==> config.mk <==
export PLATFORM = sky130hd
export DESIGN_NAME = packet_header_parser_flat
export DESIGN_NICKNAME = d
export VERILOG_FILES = /design/src/rtl/php_pkg.sv /design/src/rtl/php_if.sv /design/src/rtl/packet_header_parser.sv /design/src/rtl/php_in_reg.sv /design/src/rtl/php_decode.sv /design/src/rtl/php_out_reg.sv /design/src/flat_wrapper.sv
export SDC_FILE = /design/constraint.sdc
export NUM_CORES = 1
export LEC_CHECK = 0
export BUFFER_PORTS_ARGS = -buffer_cell sky130_fd_sc_hd__buf_2
export CAP_MARGIN = 20
export CORE_MARGIN = 2
export CORE_UTILIZATION = 44
export DETAILED_ROUTE_END_ITERATION = 10
export PLACE_DENSITY = 0.68
export SLEW_MARGIN = 20
export SYNTH_ARGS = -nofsm -noshare
export SYNTH_HDL_FRONTEND = slang
export SYNTH_SLANG_ARGS = --single-unit
==> constraint.sdc <==
create_clock -name i_clk -period 2.5 [get_ports i_clk]
set_clock_uncertainty 0.2 [all_clocks]
set_input_delay 0.375 -clock i_clk [delete_from_list [all_inputs] [get_ports i_clk]]
set_output_delay 0.375 -clock i_clk [all_outputs]
set_load 0.02 [all_outputs]
==> src/rtl/php_pkg.sv <==
`timescale 1ns / 1ps
`default_nettype none

package php_pkg;

    // Default identifier length in bytes (transport id and destination hash)
    localparam int HASH_ID_BYTES_DEF = 16;

    // Position counter width and its saturation value
    localparam int               POS_W   = 6;
    localparam logic [POS_W-1:0] POS_MAX = '1;

    // Flags byte fields
    localparam logic [7:0] FLAG_HDR_MASK   = 8'b0100_0000;
    localparam logic [7:0] FLAG_CTX_MASK   = 8'b0010_0000;
    localparam logic [7:0] FLAG_RELAY_MASK = 8'b0001_0000;
    localparam logic [7:0] FLAG_DEST_MASK  = 8'b0000_1100;
    localparam logic [7:0] FLAG_PKT_MASK   = 8'b0000_0011;
    localparam logic [7:0] FLAG_HASH_MASK  = 8'b0000_1111;

    // Field kind of one byte
    typedef enum logic [2:0] {
        KIND_FLAGS     = 3'd0,
        KIND_HOPS      = 3'd1,
        KIND_TRANSPORT = 3'd2,
        KIND_DEST      = 3'd3,
        KIND_CONTEXT   = 3'd4,
        KIND_PAYLOAD   = 3'd5
    } t_byte_kind;

    // One accepted input item
    typedef struct packed {
        logic [7:0] raw_byte;
        logic       last_byte;
    } t_in_item;

    // One result item
    typedef struct packed {
        t_byte_kind byte_kind;
        logic [7:0] byte_value;
        logic       hash_include;
        logic [7:0] hash_byte;
        logic       header_kind;
        logic       context_bit;
        logic       relay_kind;
        logic [1:0] target_kind;
        logic [1:0] kind_of_packet;
        logic       end_of_frame;
        logic       frame_valid;
    } t_result;

endpackage

`default_nettype wire

==> src/rtl/php_if.sv <==
`timescale 1ns / 1ps
`default_nettype none

// Byte channel into the parser
interface php_in_if;
    logic       valid;
    logic       ready;
    logic [7:0] raw_byte;
    logic       last_byte;

    modport source (output valid, output raw_byte, output last_byte, input ready);
    modport sink   (input valid, input raw_byte, input last_byte, output ready);
endinterface

// Classified byte channel out of the parser
interface php_out_if;
    logic       valid;
    logic       ready;
    logic [2:0] byte_kind;
    logic [7:0] byte_value;
    logic       hash_include;
    logic [7:0] hash_byte;
    logic       header_kind;
    logic       context_bit;
    logic       relay_kind;
    logic [1:0] target_kind;
    logic [1:0] kind_of_packet;
    logic       end_of_frame;
    logic       frame_valid;

    modport source (
        output valid, output byte_kind, output byte_value, output hash_include,
        output hash_byte, output header_kind, output context_bit, output relay_kind,
        output target_kind, output kind_of_packet, output end_of_frame,
        output frame_valid, input ready
    );
    modport sink (
        input valid, input byte_kind, input byte_value, input hash_include,
        input hash_byte, input header_kind, input context_bit, input relay_kind,
        input target_kind, input kind_of_packet, input end_of_frame,
        input frame_valid, output ready
    );
endinterface

`default_nettype wire

==> src/rtl/packet_header_parser.sv <==
`timescale 1ns / 1ps
`default_nettype none

// Packet header parser.
// i_in carries a received frame one byte per transfer, last_byte set on its
// final byte. o_out carries one classified result per input byte, in order:
// the field kind, the byte itself, its hash-input form, the decoded flags of
// the frame, and on the last byte whether the frame met its minimum length.
// HASH_ID_BYTES sets the length of the transport id and destination hash.
// A transferred byte is classified from the input register and its result
// is offered on o_out from the result register, so two register stages
// (input register, result register) lie between the channels.
// Throughput: one byte per cycle unless o_out stalls; the single position
// counter advances on each byte moving on to the result register.
// Reset (synchronous, active low) empties both registers and returns the
// position counter and held flags to the start of a frame.
// When the receiver stalls, the result holds on o_out, one more byte waits in
// the input register, and i_in.ready then drops until the result transfers.
module packet_header_parser #(
    parameter int HASH_ID_BYTES = php_pkg::HASH_ID_BYTES_DEF
) (
    input  wire logic i_clk,
    input  wire logic i_rst_n,
    php_in_if.sink    i_in,
    php_out_if.source o_out
);

    logic              w_in_valid;
    php_pkg::t_in_item w_in_item;
    logic              w_slot_free;
    php_pkg::t_result  w_result;

    // Input register
    php_in_reg u_in_reg (
        .i_clk       (i_clk),
        .i_rst_n     (i_rst_n),
        .i_in        (i_in),
        .i_slot_free (w_slot_free),
        .o_valid     (w_in_valid),
        .o_item      (w_in_item)
    );

    // Classify against position and flags state
    php_decode #(
        .HASH_ID_BYTES (HASH_ID_BYTES)
    ) u_decode (
        .i_clk     (i_clk),
        .i_rst_n   (i_rst_n),
        .i_valid   (w_in_valid),
        .i_item    (w_in_item),
        .i_advance (w_slot_free),
        .o_result  (w_result)
    );

    // Result register
    php_out_reg u_out_reg (
        .i_clk       (i_clk),
        .i_rst_n     (i_rst_n),
        .i_valid     (w_in_valid),
        .i_result    (w_result),
        .o_slot_free (w_slot_free),
        .o_out       (o_out)
    );

endmodule

`default_nettype wire

==> src/rtl/php_in_reg.sv <==
`timescale 1ns / 1ps
`default_nettype none

module php_in_reg (
    input  wire logic              i_clk,
    input  wire logic              i_rst_n,
    php_in_if.sink                 i_in,
    input  wire logic              i_slot_free,
    output logic                   o_valid,
    output php_pkg::t_in_item      o_item
);

    logic              r_valid;
    logic              n_valid;
    php_pkg::t_in_item r_item;
    logic              w_take;

    // Accept a new byte whenever the held one leaves this cycle or none is held
    assign i_in.ready = !r_valid || i_slot_free;
    assign w_take     = i_in.valid && i_in.ready;

    always_comb begin
        if (w_take) begin
            n_valid = 1'b1;
        end else if (i_slot_free) begin
            n_valid = 1'b0;
        end else begin
            n_valid = r_valid;
        end
    end

    always_ff @(posedge i_clk) begin
        if (!i_rst_n) begin
            r_valid <= 1'b0;
        end else begin
            r_valid <= n_valid;
        end
    end

    // Capture the payload on each transfer
    always_ff @(posedge i_clk) begin
        if (w_take) begin
            r_item.raw_byte  <= i_in.raw_byte;
            r_item.last_byte <= i_in.last_byte;
        end
    end

    assign o_valid = r_valid;
    assign o_item  = r_item;

endmodule

`default_nettype wire

==> src/rtl/php_decode.sv <==
`timescale 1ns / 1ps
`default_nettype none

module php_decode #(
    parameter int HASH_ID_BYTES = php_pkg::HASH_ID_BYTES_DEF
) (
    input  wire logic              i_clk,
    input  wire logic              i_rst_n,
    input  wire logic              i_valid,
    input  wire php_pkg::t_in_item i_item,
    input  wire logic              i_advance,
    output php_pkg::t_result       o_result
);

    localparam int CW = php_pkg::POS_W + 1;

    // Field boundaries, as positions in the frame, and minimum frame lengths
    localparam logic [CW-1:0] TID_END   = CW'(2 + HASH_ID_BYTES);
    localparam logic [CW-1:0] DST0_END  = CW'(2 + HASH_ID_BYTES);
    localparam logic [CW-1:0] DST1_END  = CW'(2 + 2 * HASH_ID_BYTES);
    localparam logic [CW-1:0] MIN_LEN0  = CW'(3 + HASH_ID_BYTES);
    localparam logic [CW-1:0] MIN_LEN1  = CW'(3 + 2 * HASH_ID_BYTES);

    logic [php_pkg::POS_W-1:0] r_pos;
    logic [php_pkg::POS_W-1:0] n_pos;
    logic [7:0]                r_flags;
    logic [7:0]                n_flags;

    logic [CW-1:0]       w_pos;
    logic [CW-1:0]       w_dst_end;
    logic [7:0]          w_flags;
    logic                w_hdr2;
    logic                w_first;
    php_pkg::t_byte_kind w_kind;
    logic                w_incl;

    assign w_pos     = {1'b0, r_pos};
    assign w_first   = (r_pos == '0);
    assign w_flags   = w_first ? i_item.raw_byte : r_flags;
    assign w_hdr2    = |(w_flags & php_pkg::FLAG_HDR_MASK);
    assign w_dst_end = w_hdr2 ? DST1_END : DST0_END;

    // Classify the byte by its position and header type
    always_comb begin
        if (w_first) begin
            w_kind = php_pkg::KIND_FLAGS;
        end else if (w_pos == CW'(1)) begin
            w_kind = php_pkg::KIND_HOPS;
        end else if (w_hdr2 && (w_pos < TID_END)) begin
            w_kind = php_pkg::KIND_TRANSPORT;
        end else if (w_pos < w_dst_end) begin
            w_kind = php_pkg::KIND_DEST;
        end else if (w_pos == w_dst_end) begin
            w_kind = php_pkg::KIND_CONTEXT;
        end else begin
            w_kind = php_pkg::KIND_PAYLOAD;
        end
    end

    assign w_incl = !((w_kind == php_pkg::KIND_HOPS) || (w_kind == php_pkg::KIND_TRANSPORT));

    // Build the result fields
    always_comb begin
        o_result.byte_kind      = w_kind;
        o_result.byte_value     = i_item.raw_byte;
        o_result.hash_include   = w_incl;
        if (!w_incl) begin
            o_result.hash_byte = 8'h00;
        end else if (w_first) begin
            o_result.hash_byte = i_item.raw_byte & php_pkg::FLAG_HASH_MASK;
        end else begin
            o_result.hash_byte = i_item.raw_byte;
        end
        o_result.header_kind    = w_hdr2;
        o_result.context_bit    = |(w_flags & php_pkg::FLAG_CTX_MASK);
        o_result.relay_kind     = |(w_flags & php_pkg::FLAG_RELAY_MASK);
        o_result.target_kind    = w_flags[3:2];
        o_result.kind_of_packet = w_flags[1:0];
        o_result.end_of_frame   = i_item.last_byte;
        o_result.frame_valid    = i_item.last_byte &&
                                  ((w_pos + CW'(1)) >= (w_hdr2 ? MIN_LEN1 : MIN_LEN0));
    end

    // Advance position and flags; clear both at the end of a frame
    always_comb begin
        n_pos   = r_pos;
        n_flags = r_flags;
        if (i_valid && i_advance) begin
            if (i_item.last_byte) begin
                n_pos   = '0;
                n_flags = 8'h00;
            end else begin
                if (w_first) begin
                    n_flags = i_item.raw_byte;
                end
                if (r_pos != php_pkg::POS_MAX) begin
                    n_pos = r_pos + 1'b1;
                end
            end
        end
    end

    always_ff @(posedge i_clk) begin
        if (!i_rst_n) begin
            r_pos   <= '0;
            r_flags <= 8'h00;
        end else begin
            r_pos   <= n_pos;
            r_flags <= n_flags;
        end
    end

endmodule

`default_nettype wire

==> src/rtl/php_out_reg.sv <==
`timescale 1ns / 1ps
`default_nettype none

module php_out_reg (
    input  wire logic             i_clk,
    input  wire logic             i_rst_n,
    input  wire logic             i_valid,
    input  wire php_pkg::t_result i_result,
    output logic                  o_slot_free,
    php_out_if.source             o_out
);

    logic             r_valid;
    logic             n_valid;
    php_pkg::t_result r_result;
    logic             w_load;

    // The register frees up when empty or when its result transfers
    assign o_slot_free = !r_valid || o_out.ready;
    assign w_load      = i_valid && o_slot_free;

    always_comb begin
        if (w_load) begin
            n_valid = 1'b1;
        end else if (o_out.ready) begin
            n_valid = 1'b0;
        end else begin
            n_valid = r_valid;
        end
    end

    always_ff @(posedge i_clk) begin
        if (!i_rst_n) begin
            r_valid <= 1'b0;
        end else begin
            r_valid <= n_valid;
        end
    end

    // Hold the result until it transfers
    always_ff @(posedge i_clk) begin
        if (w_load) begin
            r_result <= i_result;
        end
    end

    assign o_out.valid          = r_valid;
    assign o_out.byte_kind      = r_result.byte_kind;
    assign o_out.byte_value     = r_result.byte_value;
    assign o_out.hash_include   = r_result.hash_include;
    assign o_out.hash_byte      = r_result.hash_byte;
    assign o_out.header_kind    = r_result.header_kind;
    assign o_out.context_bit    = r_result.context_bit;
    assign o_out.relay_kind     = r_result.relay_kind;
    assign o_out.target_kind    = r_result.target_kind;
    assign o_out.kind_of_packet = r_result.kind_of_packet;
    assign o_out.end_of_frame   = r_result.end_of_frame;
    assign o_out.frame_valid    = r_result.frame_valid;

endmodule

`default_nettype wire

==> src/flat_wrapper.sv <==
// flat-port wrapper written by rule: the top's interface ports become plain ports
module packet_header_parser_flat 
#(
    parameter int HASH_ID_BYTES = php_pkg::HASH_ID_BYTES_DEF
)
  (i_clk, i_rst_n, i_in_valid, i_in_raw_byte, i_in_last_byte, i_in_ready, o_out_valid, o_out_byte_kind, o_out_byte_value, o_out_hash_include, o_out_hash_byte, o_out_header_kind, o_out_context_bit, o_out_relay_kind, o_out_target_kind, o_out_kind_of_packet, o_out_end_of_frame, o_out_frame_valid, o_out_ready);
  php_in_if i_in_i ();
  php_out_if o_out_i ();
  input  wire logic i_clk;
  input  wire logic i_rst_n;
  input wire logic [$bits(i_in_i.valid)-1:0] i_in_valid;
  input wire logic [$bits(i_in_i.raw_byte)-1:0] i_in_raw_byte;
  input wire logic [$bits(i_in_i.last_byte)-1:0] i_in_last_byte;
  output wire logic [$bits(i_in_i.ready)-1:0] i_in_ready;
  output wire logic [$bits(o_out_i.valid)-1:0] o_out_valid;
  output wire logic [$bits(o_out_i.byte_kind)-1:0] o_out_byte_kind;
  output wire logic [$bits(o_out_i.byte_value)-1:0] o_out_byte_value;
  output wire logic [$bits(o_out_i.hash_include)-1:0] o_out_hash_include;
  output wire logic [$bits(o_out_i.hash_byte)-1:0] o_out_hash_byte;
  output wire logic [$bits(o_out_i.header_kind)-1:0] o_out_header_kind;
  output wire logic [$bits(o_out_i.context_bit)-1:0] o_out_context_bit;
  output wire logic [$bits(o_out_i.relay_kind)-1:0] o_out_relay_kind;
  output wire logic [$bits(o_out_i.target_kind)-1:0] o_out_target_kind;
  output wire logic [$bits(o_out_i.kind_of_packet)-1:0] o_out_kind_of_packet;
  output wire logic [$bits(o_out_i.end_of_frame)-1:0] o_out_end_of_frame;
  output wire logic [$bits(o_out_i.frame_valid)-1:0] o_out_frame_valid;
  input wire logic [$bits(o_out_i.ready)-1:0] o_out_ready;
  assign i_in_i.valid = i_in_valid;
  assign i_in_i.raw_byte = i_in_raw_byte;
  assign i_in_i.last_byte = i_in_last_byte;
  assign i_in_ready = i_in_i.ready;
  assign o_out_valid = o_out_i.valid;
  assign o_out_byte_kind = o_out_i.byte_kind;
  assign o_out_byte_value = o_out_i.byte_value;
  assign o_out_hash_include = o_out_i.hash_include;
  assign o_out_hash_byte = o_out_i.hash_byte;
  assign o_out_header_kind = o_out_i.header_kind;
  assign o_out_context_bit = o_out_i.context_bit;
  assign o_out_relay_kind = o_out_i.relay_kind;
  assign o_out_target_kind = o_out_i.target_kind;
  assign o_out_kind_of_packet = o_out_i.kind_of_packet;
  assign o_out_end_of_frame = o_out_i.end_of_frame;
  assign o_out_frame_valid = o_out_i.frame_valid;
  assign o_out_i.ready = o_out_ready;
  packet_header_parser #(.HASH_ID_BYTES(HASH_ID_BYTES)) u_core (.i_clk(i_clk), .i_rst_n(i_rst_n), .i_in(i_in_i), .o_out(o_out_i));
endmodule
==> impl_results.md, run 1 <==
* Die height at between 70 and 80 µm
* DP HPWL at 2820 µm
* CP arrival at approximately 2200 ps
* Fraction of layout cells with a size suffix above 1 at approximately a third
* Fin. Hold Viols at 0
* Min cycle time layout at roughly 2300 ps
* Worst min path class: input port to flip-flop
* Die width at between 70 and 80 µm
* Tot GR Track Use at 13.9%
* Worst setup EP type: flip-flop
* CP Launch Point: u_core.u_decode.r_pos[0]$_SDFFE_PN0P_
* Worst Path Buf+Inv at 1
* Wirelength per Cell at ~13 µm
* Most frequent cells after synthesis: edfxtp_1 (38), nor2b_1 (18), dfxtp_1 (15)
* Synth warnings at 0
* Cells along the critical path: inv_1 -> ha_2 -> and3_2 -> a21o_4 -> ha_1 -> o2111ai_1 -> a21oi_1 -> a21oi_1 -> o21a_1
* Row count at 26
* Max Slew Vio Count at 0
* Cell accounting for the most synthesized area: edfxtp_1
* Top_reg_cell synth: edfxtp_1
* Initial core utilization at between 40% and 50%
* Yosys cell types at 39
* Clk sinks at between 50 and 60
* Post-synth ARST share at 0%
* Yosys top cell area share at between 40% and 50%
* Crit path max fanout at 4
* Crit start category: flip-flop
* Post-CTS Setup Inserts at 0
* Detailed Route WL at 3890 µm
* I/O Buffers at 43
* PD cells at between 500 and 600 nW/µm²
* Reg clk slew, reported paths at around 90 ps
* Core Box Area at 5070 µm²
* Synthesized instance count at between 150 and 200
* Max-cap viol count at 0
* H-Tree Depth at 2
* GPL Wtd Cong at between 0.8 and 0.9
* Post-layout nets at about 250
* CTS root buf: clkbuf_8
* Max-slew headroom at ~67%
* Largest net degree at the start of global routing at 25
* Routed vias/inst at just under 5
* RR Startpoint: u_core.u_decode.r_pos[0]$_SDFFE_PN0P_
* Final setup viols at 0
* # diodes at 0
* Hold_sp: i_in_raw_byte[7]
* Count leader, synth: edfxtp_1
* Slowest CP cell: dfxtp_2
* Sequential area share after synthesis at between 60% and 70%
* Worst skew pair latency at around 300 ps
* Final Cycle Share at 92.8%
* Mapped cell area at 2290 µm²
* Flop and latch count out of synthesis at 53
* Vias at between 1000 and 1500
* FF/Latch Area at between 1000 and 1500 µm²
* Io pins at between 40 and 50
* Top delay family on crit path: compound AO/OA/AOI/OAI gates
* Worst Path Required at between 2000 and 2500 ps
* Die area at slightly below 6000 µm²
* Syn_area_per_cell at between 10 and 15 µm²
* Fin worst setup slack at 179 ps
* Status: finished, final reports clean
* Starting DRC count in detailed routing at between 100 and 150
* CTS max path bufs at 2
* Number of synthesized flops with an enable pin at 38
* Slew @ Worst Pin at roughly 490 ps
* Top post-synthesis cells by area: edfxtp_1 (50%), dfxtp_1 (13%), nor2b_1 (4.9%)
* Critical path type: flip-flop to flip-flop
* TritonCTS clock tree: yes
* Final Hold Slack at ~41 ps
* Router iterations before antenna repair at 4
* Maximum vdd drop at ~0.34 mV
* Vias in the first global route at roughly 1400
* Post-Place Setup Slack at around 76 ps
* Number of antenna-violating nets in the routed design at 0
* Total power at approximately 0.0016 W
* Max stage delay on crit path at around 360 ps
* Critical path's most frequent cell: a21oi_1
* Filler Cell Count at approximately 460
* Grt ovf at 0
* Global-route wire length before repair at 6370 µm
* Num CTS Buffers at 5
* Synth Net Count at 192
* Fmax at approximately 430 MHz
* Multi-input logic area at between 700 and 800 µm²
* Lkg Pwr at between 1 and 1.5 nW
* Residual DRC at 0
* Area growth from synthesis to layout at 19.0%
* Initial antenna violation count at 0
-- worst reg2reg max path, delay by kind of cell (launching register included) --
| family | cells | cell delay, ps |
|---|---|---|
| adders and majority gates | 2 | 520 |
| buffers and inverters | 1 | 100 |
| and+or+nand+nor | 1 | 200 |
| DFF | 1 | 360 |
| AOI/OAI and AO/OA | 5 | 720 |
-- stage by stage --
stage	instances	util, %	area (µm²)	TNS (ps)
3_5_place_dp	290	52.0	2640	0
4_1_cts	298	53.7	2730	0
6_report	298	53.8	2730	0
2_1_floorplan	173	-	2290	0
5_1_grt	298	53.8	2730	-6.69
3_3_place_gp	290	52.0	2640	0
-- path summary, 6_finish.rpt --
path	cells past startpoint	end	slack (ps)
min reg2reg	0	u_core.u_out_reg.o_out.byte_value[7]$_DFFE_PP_	260
max reg2reg	9	u_core.u_out_reg.o_out.byte_kind[0]$_DFFE_PP_	180
max	9	u_core.u_out_reg.o_out.byte_kind[0]$_DFFE_PP_	180
min	1	u_core.u_in_reg.o_item[8]$_DFFE_PP_	40
-- repair_timing --
item / 4_1_cts / 5_1_grt
resized for setup: 0 / 2
hold buffers: 0 / 0
endpoints found under the setup margin: 0 / 3
-- cell type report --
class,instances,area share [%]
clock inverters,2,0.504
inverters,7,0.962
multi-input cells,108,29.0
flip-flops and latches,53,52.8
well taps,70,3.21
clock buffers,6,2.66
repair buffers,52,10.8
-- registers in the layout, indices dropped and copies added, names as in the netlist --
signal and cells:
u_core.u_decode.r_flags 7, u_core.u_decode.r_pos 6, u_core.u_in_reg.o_item 9, u_core.u_in_reg.o_valid 1, u_core.u_out_reg.o_out.byte_kind 3, u_core.u_out_reg.o_out.byte_value 8, u_core.u_out_reg.o_out.context_bit 1, u_core.u_out_reg.o_out.end_of_frame 1
u_core.u_out_reg.o_out.frame_valid 1, u_core.u_out_reg.o_out.hash_byte 8, u_core.u_out_reg.o_out.hash_include 1, u_core.u_out_reg.o_out.header_kind 1, u_core.u_out_reg.o_out.kind_of_packet 2, u_core.u_out_reg.o_out.relay_kind 1, u_core.u_out_reg.o_out.target_kind 2, u_core.u_out_reg.o_out.valid 1
-- logic make-up (layout without fill, tap and decap cells) --
| kind of cell | count (synthesis) | after routing | share of synthesized area, % |
|---|---|---|---|
| muxes | 7 | 7 | 4.36 |
| DFF | 53 | 53 | 62.8 |
| buffers and inverters | 12 | 67 | 2.73 |
| adders and majority gates | 6 | 6 | 3.27 |
| xor gates and xnor gates | 4 | 4 | 1.53 |
| and+or+nand+nor | 55 | 55 | 14.1 |
| AOI/OAI and AO/OA | 36 | 36 | 11.2 |
-- where the power goes --
part / internal [W] / switching (W) / total (W)
logic: 0.0000669 / 0.0000935 / 0.000160
clock network: 0.000200 / 0.000268 / 0.000468
registers: 0.000983 / 0.0000161 / 0.000999
-- layout by cell type, fill, tap and decap left out, types with 2 or more instances in the layout --
cell type / instances
inv_1: 7
o21ai_0: 6
buf_2: 43
nand2_1: 6
a22oi_1: 9
dfxtp_1: 14
xor2_1: 2
nor3b_1: 2
ha_1: 5
buf_4: 8
xnor2_1: 2
nor2_1: 11
and2_1: 5
nand3_1: 3
nor2b_1: 18
a21oi_1: 7
nor3_1: 2
o21a_1: 5
mux2_4: 6
clkbuf_8: 5
edfxtp_1: 38
-- layer usage --
layer | GRT usage (%) | vias up | routed length [µm]
li1 | - | 732 | -
met1 | 16.8 | 677 | 1730
met2 | 24.3 | 37 | 1920
met3 | 3.79 | 5 | 189
met4 | 4.36 | 0 | 46
met5 | 0 | - | 0
Note: power is estimated with default switching activity, not from simulation.
==> run 2: changes to the inputs <==
--- a/config.mk
+++ b/config.mk
@@ -10,7 +10,7 @@
 export CORE_MARGIN = 2
 export CORE_UTILIZATION = 44
 export DETAILED_ROUTE_END_ITERATION = 10
-export PLACE_DENSITY = 0.68
+export PLACE_DENSITY = 0.66
 export SLEW_MARGIN = 20
 export SYNTH_ARGS = -nofsm -noshare
 export SYNTH_HDL_FRONTEND = slang
==> constraint.sdc (replaced) <==
create_clock -name i_clk -period 2.3 [get_ports i_clk]
set_clock_uncertainty 0.2 [all_clocks]
set_input_delay 0.345 -clock i_clk [delete_from_list [all_inputs] [get_ports i_clk]]
set_output_delay 0.345 -clock i_clk [all_outputs]
set_load 0.02 [all_outputs]
==> run 2 against run 1 <==
Effect of this change: critical path depth is 1 lower; worst hold slack worse by 26 ps; cell area increased by 2.7%; final cell count is 1.3% higher; non-clock buffer count up 4; die area did not move; critical path type unchanged; critical endpoint unchanged; largest power group unchanged; highest routed layer unchanged.
==> impl_results.md, run 2 (synthesis results as in run 1) <==
* Post-Route Setup TNS at 0 ps (unchanged)
* Vias in the first global route at 1413 (was 1368)
* Worst reg2reg setup slack at 100 ps (was 180 ps)
* Fraction of layout cells with a size suffix above 1 at 35.8% (was 33.3%)
* Worst setup EP type: flip-flop (unchanged)
* Fmax at 454 MHz (was 431 MHz)
* H-Tree Depth at 2 (unchanged)
* Row count at 26 (unchanged)
* Largest net degree at the start of global routing at 24 (was 25)
* CTS max path bufs at 2 (unchanged)
* TritonCTS clock tree: yes (unchanged)
* Post-CTS Setup Inserts at 0 (unchanged)
* Dpl cell area at 2680 µm² (was 2640 µm²)
* Max stage delay on crit path at 380 ps (was 360 ps)
* Starting DRC count in detailed routing at 51 (was 105)
* Top delay family on crit path: compound AO/OA/AOI/OAI gates (unchanged)
* Placed cells at 293 (was 290)
* Residual DRC at 0 (unchanged)
* Final Hold Slack at 15.0 ps (was 41.4 ps)
* Initial antenna violation count at 0 (unchanged)
* Tot GR Track Use at 15.0% (was 13.9%)
* Max Slew Vio Count at 0 (unchanged)
* Num CTS Buffers at 5 (unchanged)
* Die width at 76.2 µm (unchanged)
* Routed vias/inst at 4.86 (was 4.87)
* GPL Wtd Cong at 0.779 (was 0.811)
* I/O Buffers at 43 (unchanged)
* Initial core utilization at 45.2% (unchanged)
* CTS root buf: clkbuf_8 (unchanged)
* Core Box Area at 5070 µm² (unchanged)
* Lkg Pwr at 1.11 nW (was 1.10 nW)
* Router iterations before antenna repair at 4 (unchanged)
* Vias at 1468 (was 1451)
* Worst Path Required at 2170 ps (was 2360 ps)
* Cells along the critical path: nor4_4 -> nand2_4 -> a21o_4 -> ha_4 -> o2111ai_4 -> a21oi_2 -> a21oi_1 -> o21a_1 (was inv_1 -> ha_2 -> and3_2 -> a21o_4 -> ha_1 -> o2111ai_1 -> a21oi_1 -> a21oi_1 -> o21a_1)
* Critical path type: flip-flop to flip-flop (unchanged)
* Die height at 76.2 µm (unchanged)
* Total power at 0.00177 W (was 0.00163 W)
* Min cycle time layout at 2200 ps (was 2320 ps)
* Crit start category: flip-flop (unchanged)
* Slew @ Worst Pin at 538 ps (was 495 ps)
* Post-layout nets at 250 (was 246)
* Slowest CP cell: nor4_4 (was dfxtp_2)
* Commonest non-fill, non-tap cell in the layout: buf_2 (unchanged)
* Status: finished, final reports clean (unchanged)
* Io pins at 44 (unchanged)
* PD cells at 632 nW/µm² (was 596 nW/µm²)
* Worst Path Buf+Inv at 0 (was 1)
* Worst min path class: input port to flip-flop (unchanged)
* Detailed Route WL at 4120 µm (was 3890 µm)
* Max reg flops at 9 (unchanged)
* Die area at 5810 µm² (unchanged)
* Setup repair after global routing missed its margin: yes
* Grt ovf at 0 (unchanged)
* Worst skew pair latency at 300 ps (about the same)
* Max-slew headroom at 64.0% (was 66.9%)
* Clk sinks at 53 (unchanged)
* Final std cell area, no fill at 2810 µm² (was 2730 µm²)
* Number of antenna-violating nets in the routed design at 0 (unchanged)
* Global-route wire length before repair at 6830 µm (was 6370 µm)
* Fin. Hold Viols at 0 (unchanged)
* Reg clk slew, reported paths at 90 ps (about the same)
* Wirelength per Cell at 13.6 µm (was 13.0 µm)
* Maximum vdd drop at 0.272 mV (was 0.344 mV)
* CP arrival at 2070 ps (was 2180 ps)
* Final setup viols at 0 (unchanged)
* Most frequent cells in the layout: buf_2 (43), edfxtp_1 (38), nor2b_1 (18), dfxtp_1 (13) (was buf_2 (43), edfxtp_1 (38), nor2b_1 (18), dfxtp_1 (14), nor2_1 (11))
* Non-filler instance count after layout at 302 (was 298)
* DP HPWL at 2980 µm (was 2820 µm)
* Crit path max fanout at 3 (was 4)
* Area growth from synthesis to layout at 22.3% (was 19.0%)
* # diodes at 0 (unchanged)
* Final Cycle Share at 95.8% (was 92.8%)
* Max-cap viol count at 0 (unchanged)
run 2: changes by cell type in the layout (fill, tap and decap cells not counted), sizes merged:
cell	delta
inv	-1
clkinvlp	+1
dlygate4sd3	+1
buf	+3
run 2: final cells by class:
class	count	area, µm²
well taps	70	87.6
fillers	457	2270
repair buffers	56	328
clock buffers	6	72.6
inverters	7	26.3
flip-flops and latches	53	1440
clock inverters	2	11.3
multi-input cells	108	837
run 2: per-stage QoR:
step           util (%)  setup slack (ps)
3_3_place_gp       52.9               112
2_1_floorplan         -             -68.5
6_report           55.3              96.8
5_1_grt            55.3             -12.6
4_1_cts            54.5              49.0
3_5_place_dp       52.9              60.0
run 2: where the power goes:
| part | switching, W | total [W] | leakage [nW] | internal, W |
|---|---|---|---|---|
| logic | 0.000106 | 0.000185 | 0.593 | 0.0000788 |
| clock network | 0.000291 | 0.000503 | 0.0388 | 0.000212 |
| registers | 0.0000166 | 0.00109 | 0.482 | 0.00107 |
| total | 0.000414 | 0.00177 | 1.11 | 0.00136 |
run 2: repair_timing:
action / CTS / global route
resized for setup: 0 / 7
hold buffers: 0 / 1
endpoints found under the setup margin: 0 / 3
endpoints found under the hold margin: 0 / 1
run 2: final timing paths:
check / start / end / depth (start not counted)
worst min register to register: u_core.u_in_reg.o_item[8]$_DFFE_PP_ / u_core.u_out_reg.o_out.byte_value[7]$_DFFE_PP_ / 0
worst min-delay path: i_in_raw_byte[7] / u_core.u_in_reg.o_item[8]$_DFFE_PP_ / 1
worst max-delay path: u_core.u_decode.r_pos[5]$_SDFFE_PN0P_ / u_core.u_out_reg.o_out.byte_kind[0]$_DFFE_PP_ / 8
worst max register to register: u_core.u_decode.r_pos[5]$_SDFFE_PN0P_ / u_core.u_out_reg.o_out.byte_kind[0]$_DFFE_PP_ / 8
run 2: worst register-to-register path, cell delays in order (launching register included):
cell and delay (ps):
dfxtp_2 340, nor4_4 380, nand2_4 80, a21o_4 220, ha_4 280, o2111ai_4 110, a21oi_2 130, a21oi_1 70
o21a_1 170
run 2: routing by layer:
layer	routed length, µm	track usage [%]
met5	0	0
met4	47	4.36
met3	177	3.79
met2	2040	25.6
met1	1850	19.0
==> run 3: changes to the inputs <==
--- a/config.mk
+++ b/config.mk
@@ -5,12 +5,13 @@
 export SDC_FILE = /design/constraint.sdc
 export NUM_CORES = 1
 export LEC_CHECK = 0
+export ABC_AREA = 1
 export BUFFER_PORTS_ARGS = -buffer_cell sky130_fd_sc_hd__buf_2
 export CAP_MARGIN = 20
 export CORE_MARGIN = 2
 export CORE_UTILIZATION = 44
 export DETAILED_ROUTE_END_ITERATION = 10
-export PLACE_DENSITY = 0.66
+export PLACE_DENSITY_LB_ADDON = 0.05
 export SLEW_MARGIN = 20
 export SYNTH_ARGS = -nofsm -noshare
 export SYNTH_HDL_FRONTEND = slang
==> run 3 against run 2 <==
Effect of this change: synthesized area up 0.65%; critical path depth up 5; final cell count up 13%; sequential share of layout area down 2.2 points; synthesized cell count up 16%; via count up 7.4%; die area up 0.62%.
==> impl_results.md, run 3 <==
* Row count at 26 (unchanged)
* Initial core utilization at 45.5% (was 45.2%)
* CTS max path bufs at 2 (unchanged)
* Crit start category: flip-flop (unchanged)
* Fraction of layout cells with a size suffix above 1 at 37.9% (was 35.8%)
* Sw frac at 24.7% (was 23.4%)
* Number of antenna-violating nets in the routed design at 0 (unchanged)
* Initial antenna violation count at 0 (unchanged)
* Reg clk slew, reported paths at 100 ps (was 90 ps)
* WHS Endpoint: u_core.u_in_reg.o_item[1]$_DFFE_PP_ (was u_core.u_in_reg.o_item[8]$_DFFE_PP_)
* Worst setup EP type: flip-flop (unchanged)
* Tot GR Track Use at 15.5% (was 15.0%)
* Top_reg_cell synth: edfxtp_1 (unchanged)
* Largest net degree at the start of global routing at 20 (was 24)
* Lkg Pwr at 1.22 nW (was 1.11 nW)
* Sequential area share after synthesis at 62.4% (was 62.8%)
* H-Tree Depth at 2 (unchanged)
* CP arrival at 2020 ps (was 2070 ps)
* Synth warnings at 0 (unchanged)
* Number of synthesized flops with an enable pin at 38 (unchanged)
* Non-filler instance count after layout at 342 (was 302)
* Worst Path Required at 2150 ps (was 2170 ps)
* Combinational share of power at 11.7% (was 10.4%)
* Core Box Area at 5070 µm² (unchanged)
* Status: finished, final reports clean (unchanged)
* Final Cycle Share at 94.3% (was 95.8%)
* Wirelength per Cell at 12.4 µm (was 13.6 µm)
* Cell accounting for the most synthesized area: edfxtp_1 (unchanged)
* Synthesized instance count at 201 (was 173)
* Min cycle time layout at 2170 ps (was 2200 ps)
* Total power at 0.00186 W (was 0.00177 W)
* Synth Net Count at 220 (was 192)
* # diodes at 0 (unchanged)
* Worst Hold Depth at 1 (unchanged)
* Max reg flops at 9 (unchanged)
* Most frequent cells after synthesis: nand2_1 (41), edfxtp_1 (38), inv_1 (20) (was edfxtp_1 (38), nor2b_1 (18), dfxtp_1 (15))
* Die area at 5840 µm² (was 5810 µm²)
* PD cells at 635 nW/µm² (was 632 nW/µm²)
* TritonCTS clock tree: yes (unchanged)
* Seq pwr share at 58.3% (was 61.2%)
* Post-layout nets at 290 (was 250)
* Slew @ Worst Pin at 481 ps (was 538 ps)
* Grt ovf at 0 (unchanged)
* Max-slew headroom at 67.7% (was 64.0%)
* GPL Wtd Cong at 0.838 (was 0.779)
* Dpl cell area at 2720 µm² (was 2680 µm²)
* Final setup viols at 0 (unchanged)
* Router iterations before antenna repair at 4 (unchanged)
* Clock power frac at 30.0% (was 28.4%)
* Count leader, synth: nand2_1 (was edfxtp_1)
* Die height at 76.5 µm (was 76.2 µm)
* Clk sinks at 53 (unchanged)
* Vias at 1576 (was 1468)
* Register-to-Register Path Depth at 13 (was 8)
* Worst skew pair latency at 300 ps (about the same)
* Crit path max fanout at 5 (was 3)
* Top post-synthesis cells by area: edfxtp_1 (49%), dfxtp_1 (13%), nand2_1 (6.7%) (was edfxtp_1 (50%), dfxtp_1 (13%), nor2b_1 (4.9%))
* Die width at 76.5 µm (was 76.2 µm)
* Max-cap viol count at 0 (unchanged)
* Detailed Route WL at 4250 µm (was 4120 µm)
* Fin. Hold Viols at 0 (unchanged)
* Post-Place Setup Slack at 3.08 ps (was 60.0 ps)
* Fin worst setup slack at 131 ps (was 96.8 ps)
* Yosys cell types at 31 (was 39)
* P_sw at 0.000460 W (was 0.000414 W)
* I/O Buffers at 43 (unchanged)
* Critical path type: flip-flop to flip-flop (unchanged)
* Commonest non-fill, non-tap cell in the layout: buf_2 (unchanged)
* Max Slew Vio Count at 0 (unchanged)
* Most frequent cells in the layout: buf_2 (43), nand2_1 (41), edfxtp_1 (38), inv_1 (17), a21oi_1 (16) (was buf_2 (43), edfxtp_1 (38), nor2b_1 (18), dfxtp_1 (13))
* Maximum vdd drop at 0.446 mV (was 0.272 mV)
* Flop and latch count out of synthesis at 53 (unchanged)
* DP HPWL at 3060 µm (was 2980 µm)
* Pint at 0.00140 W (was 0.00136 W)
* Mapped cell area at 2310 µm² (was 2290 µm²)
* Filler Cell Count at 456 (was 457)
* Syn_area_per_cell at 11.5 µm² (was 13.3 µm²)
* Yosys top cell area share at 49.4% (was 49.7%)
* Worst reg2reg setup slack at 130 ps (was 100 ps)
* Final std cell area, no fill at 2930 µm² (was 2810 µm²)
* Area growth from synthesis to layout at 26.8% (was 22.3%)
* CTS root buf: clkbuf_8 (unchanged)
* Starting DRC count in detailed routing at 65 (was 51)
* Fmax at 461 MHz (was 454 MHz)
* RR Endpoint: u_core.u_out_reg.o_out.hash_byte[3]$_SDFFCE_PP0P_ (was u_core.u_out_reg.o_out.byte_kind[0]$_DFFE_PP_)
* Residual DRC at 0 (unchanged)
* Post-synth ARST share at 0% (unchanged)
* Hold_sp: i_in_raw_byte[0] (was i_in_raw_byte[7])
* Num CTS Buffers at 5 (unchanged)
* Vias in the first global route at 1509 (was 1413)
* Placed cells at 326 (was 293)
* RR Startpoint: u_core.u_decode.r_pos[1]$_SDFFE_PN0P_ (was u_core.u_decode.r_pos[5]$_SDFFE_PN0P_)
* Routed vias/inst at 4.61 (was 4.86)
* Io pins at 44 (unchanged)
* Worst min path class: input port to flip-flop (unchanged)
* Global-route wire length before repair at 7180 µm (was 6830 µm)
[run 3: worst max path at each step]
stage	to	cells past startpoint	slack, ps	start
2_1_floorplan	u_core.u_out_reg.o_out.hash_byte[0]$_SDFFCE_PP0P_	13	10	u_core.u_decode.r_pos[0]$_SDFFE_PN0P_
3_3_place_gp	u_core.u_out_reg.o_out.hash_byte[0]$_SDFFCE_PP0P_	13	80	u_core.u_decode.r_pos[1]$_SDFFE_PN0P_
3_5_place_dp	u_core.u_out_reg.o_out.hash_byte[0]$_SDFFCE_PP0P_	13	3	u_core.u_decode.r_pos[1]$_SDFFE_PN0P_
4_1_cts	u_core.u_out_reg.o_out.hash_byte[0]$_SDFFCE_PP0P_	13	30	u_core.u_decode.r_pos[1]$_SDFFE_PN0P_
5_1_grt	u_core.u_out_reg.o_out.hash_byte[0]$_SDFFCE_PP0P_	14	-3	u_core.u_decode.r_pos[3]$_SDFFE_PN0P_
6_report	u_core.u_out_reg.o_out.hash_byte[3]$_SDFFCE_PP0P_	13	130	u_core.u_decode.r_pos[1]$_SDFFE_PN0P_
[run 3: cell families (layout without fill, tap and decap cells)]
family / count (synthesis) / count (layout) / synth area share, %
AND/OR/NAND/NOR: 85 / 85 / 21.3
flip-flops: 53 / 53 / 62.4
AO/OA/AOI/OAI: 29 / 29 / 7.53
buffers and inverters: 25 / 96 / 4.33
adder cells (fa/ha/maj): 6 / 6 / 3.25
XOR/XNOR: 3 / 3 / 1.14
[run 3: per-stage QoR]
stage / hold slack, ps / util (%) / TNS [ps]
5_1_grt: 7.04 / 57.7 / -2.59
6_report: 19.2 / 57.7 / 0
2_1_floorplan: 226 / - / 0
3_3_place_gp: 231 / 53.5 / 0
4_1_cts: 0.266 / 56.1 / 0
3_5_place_dp: 234 / 53.5 / 0
[run 3: critical path, stage by stage (launching register included)]
cell and delay, ps:
dfxtp_2 340, inv_2 80, ha_4 160, nand4_2 150, nand2_4 110, clkinv_4 80
ha_4 270, nand3_2 100, nand2_4 100, nand2_4 50, nand2_4 60, nand2_4 60
o21ai_4 100, nor2_2 50
[run 3: metal layers]
layer / global-route usage [%] / vias to the layer above / wire [µm]
met5: 0 / - / 0
met4: 3.82 / 0 / 25
met3: 4.50 / 2 / 219
met2: 23.3 / 44 / 1930
met1: 22.0 / 709 / 2080
li1: - / 821 / -
[run 3: layout make-up]
class                           count  area, µm²  share of cell area [%]
Clock buffer                        6       82.6                    2.82
Timing Repair Buffer               66        418                    14.3
Tap cell                           70       87.6                    2.99
Clock inverter                      2       17.5                   0.598
Multi-Input combinational cell    123        793                    27.1
Sequential cell                    53       1440                    49.3
Inverter                           22       87.6                    2.99
[run 3: power groups by stage]
stage	Clock (W)	Sequential, W	Combinational [W]
final	0.000559	0.00108	0.000218
after floorplan	0	0.00114	0.000101
after global placement	0	0.00111	0.000206
after global routing	0.000611	0.00109	0.000242
after CTS	0.000579	0.00108	0.000212
after detailed placement	0	0.00111	0.000207
[run 3: repair_timing]
action,in CTS,in global routing
hold endpoints to repair,2,5
endpoints found under the setup margin,3,9
gates resized for setup,1,5
setup buffers,0,1
cloned,0,0
pin swaps,0,2
hold buffers,2,5
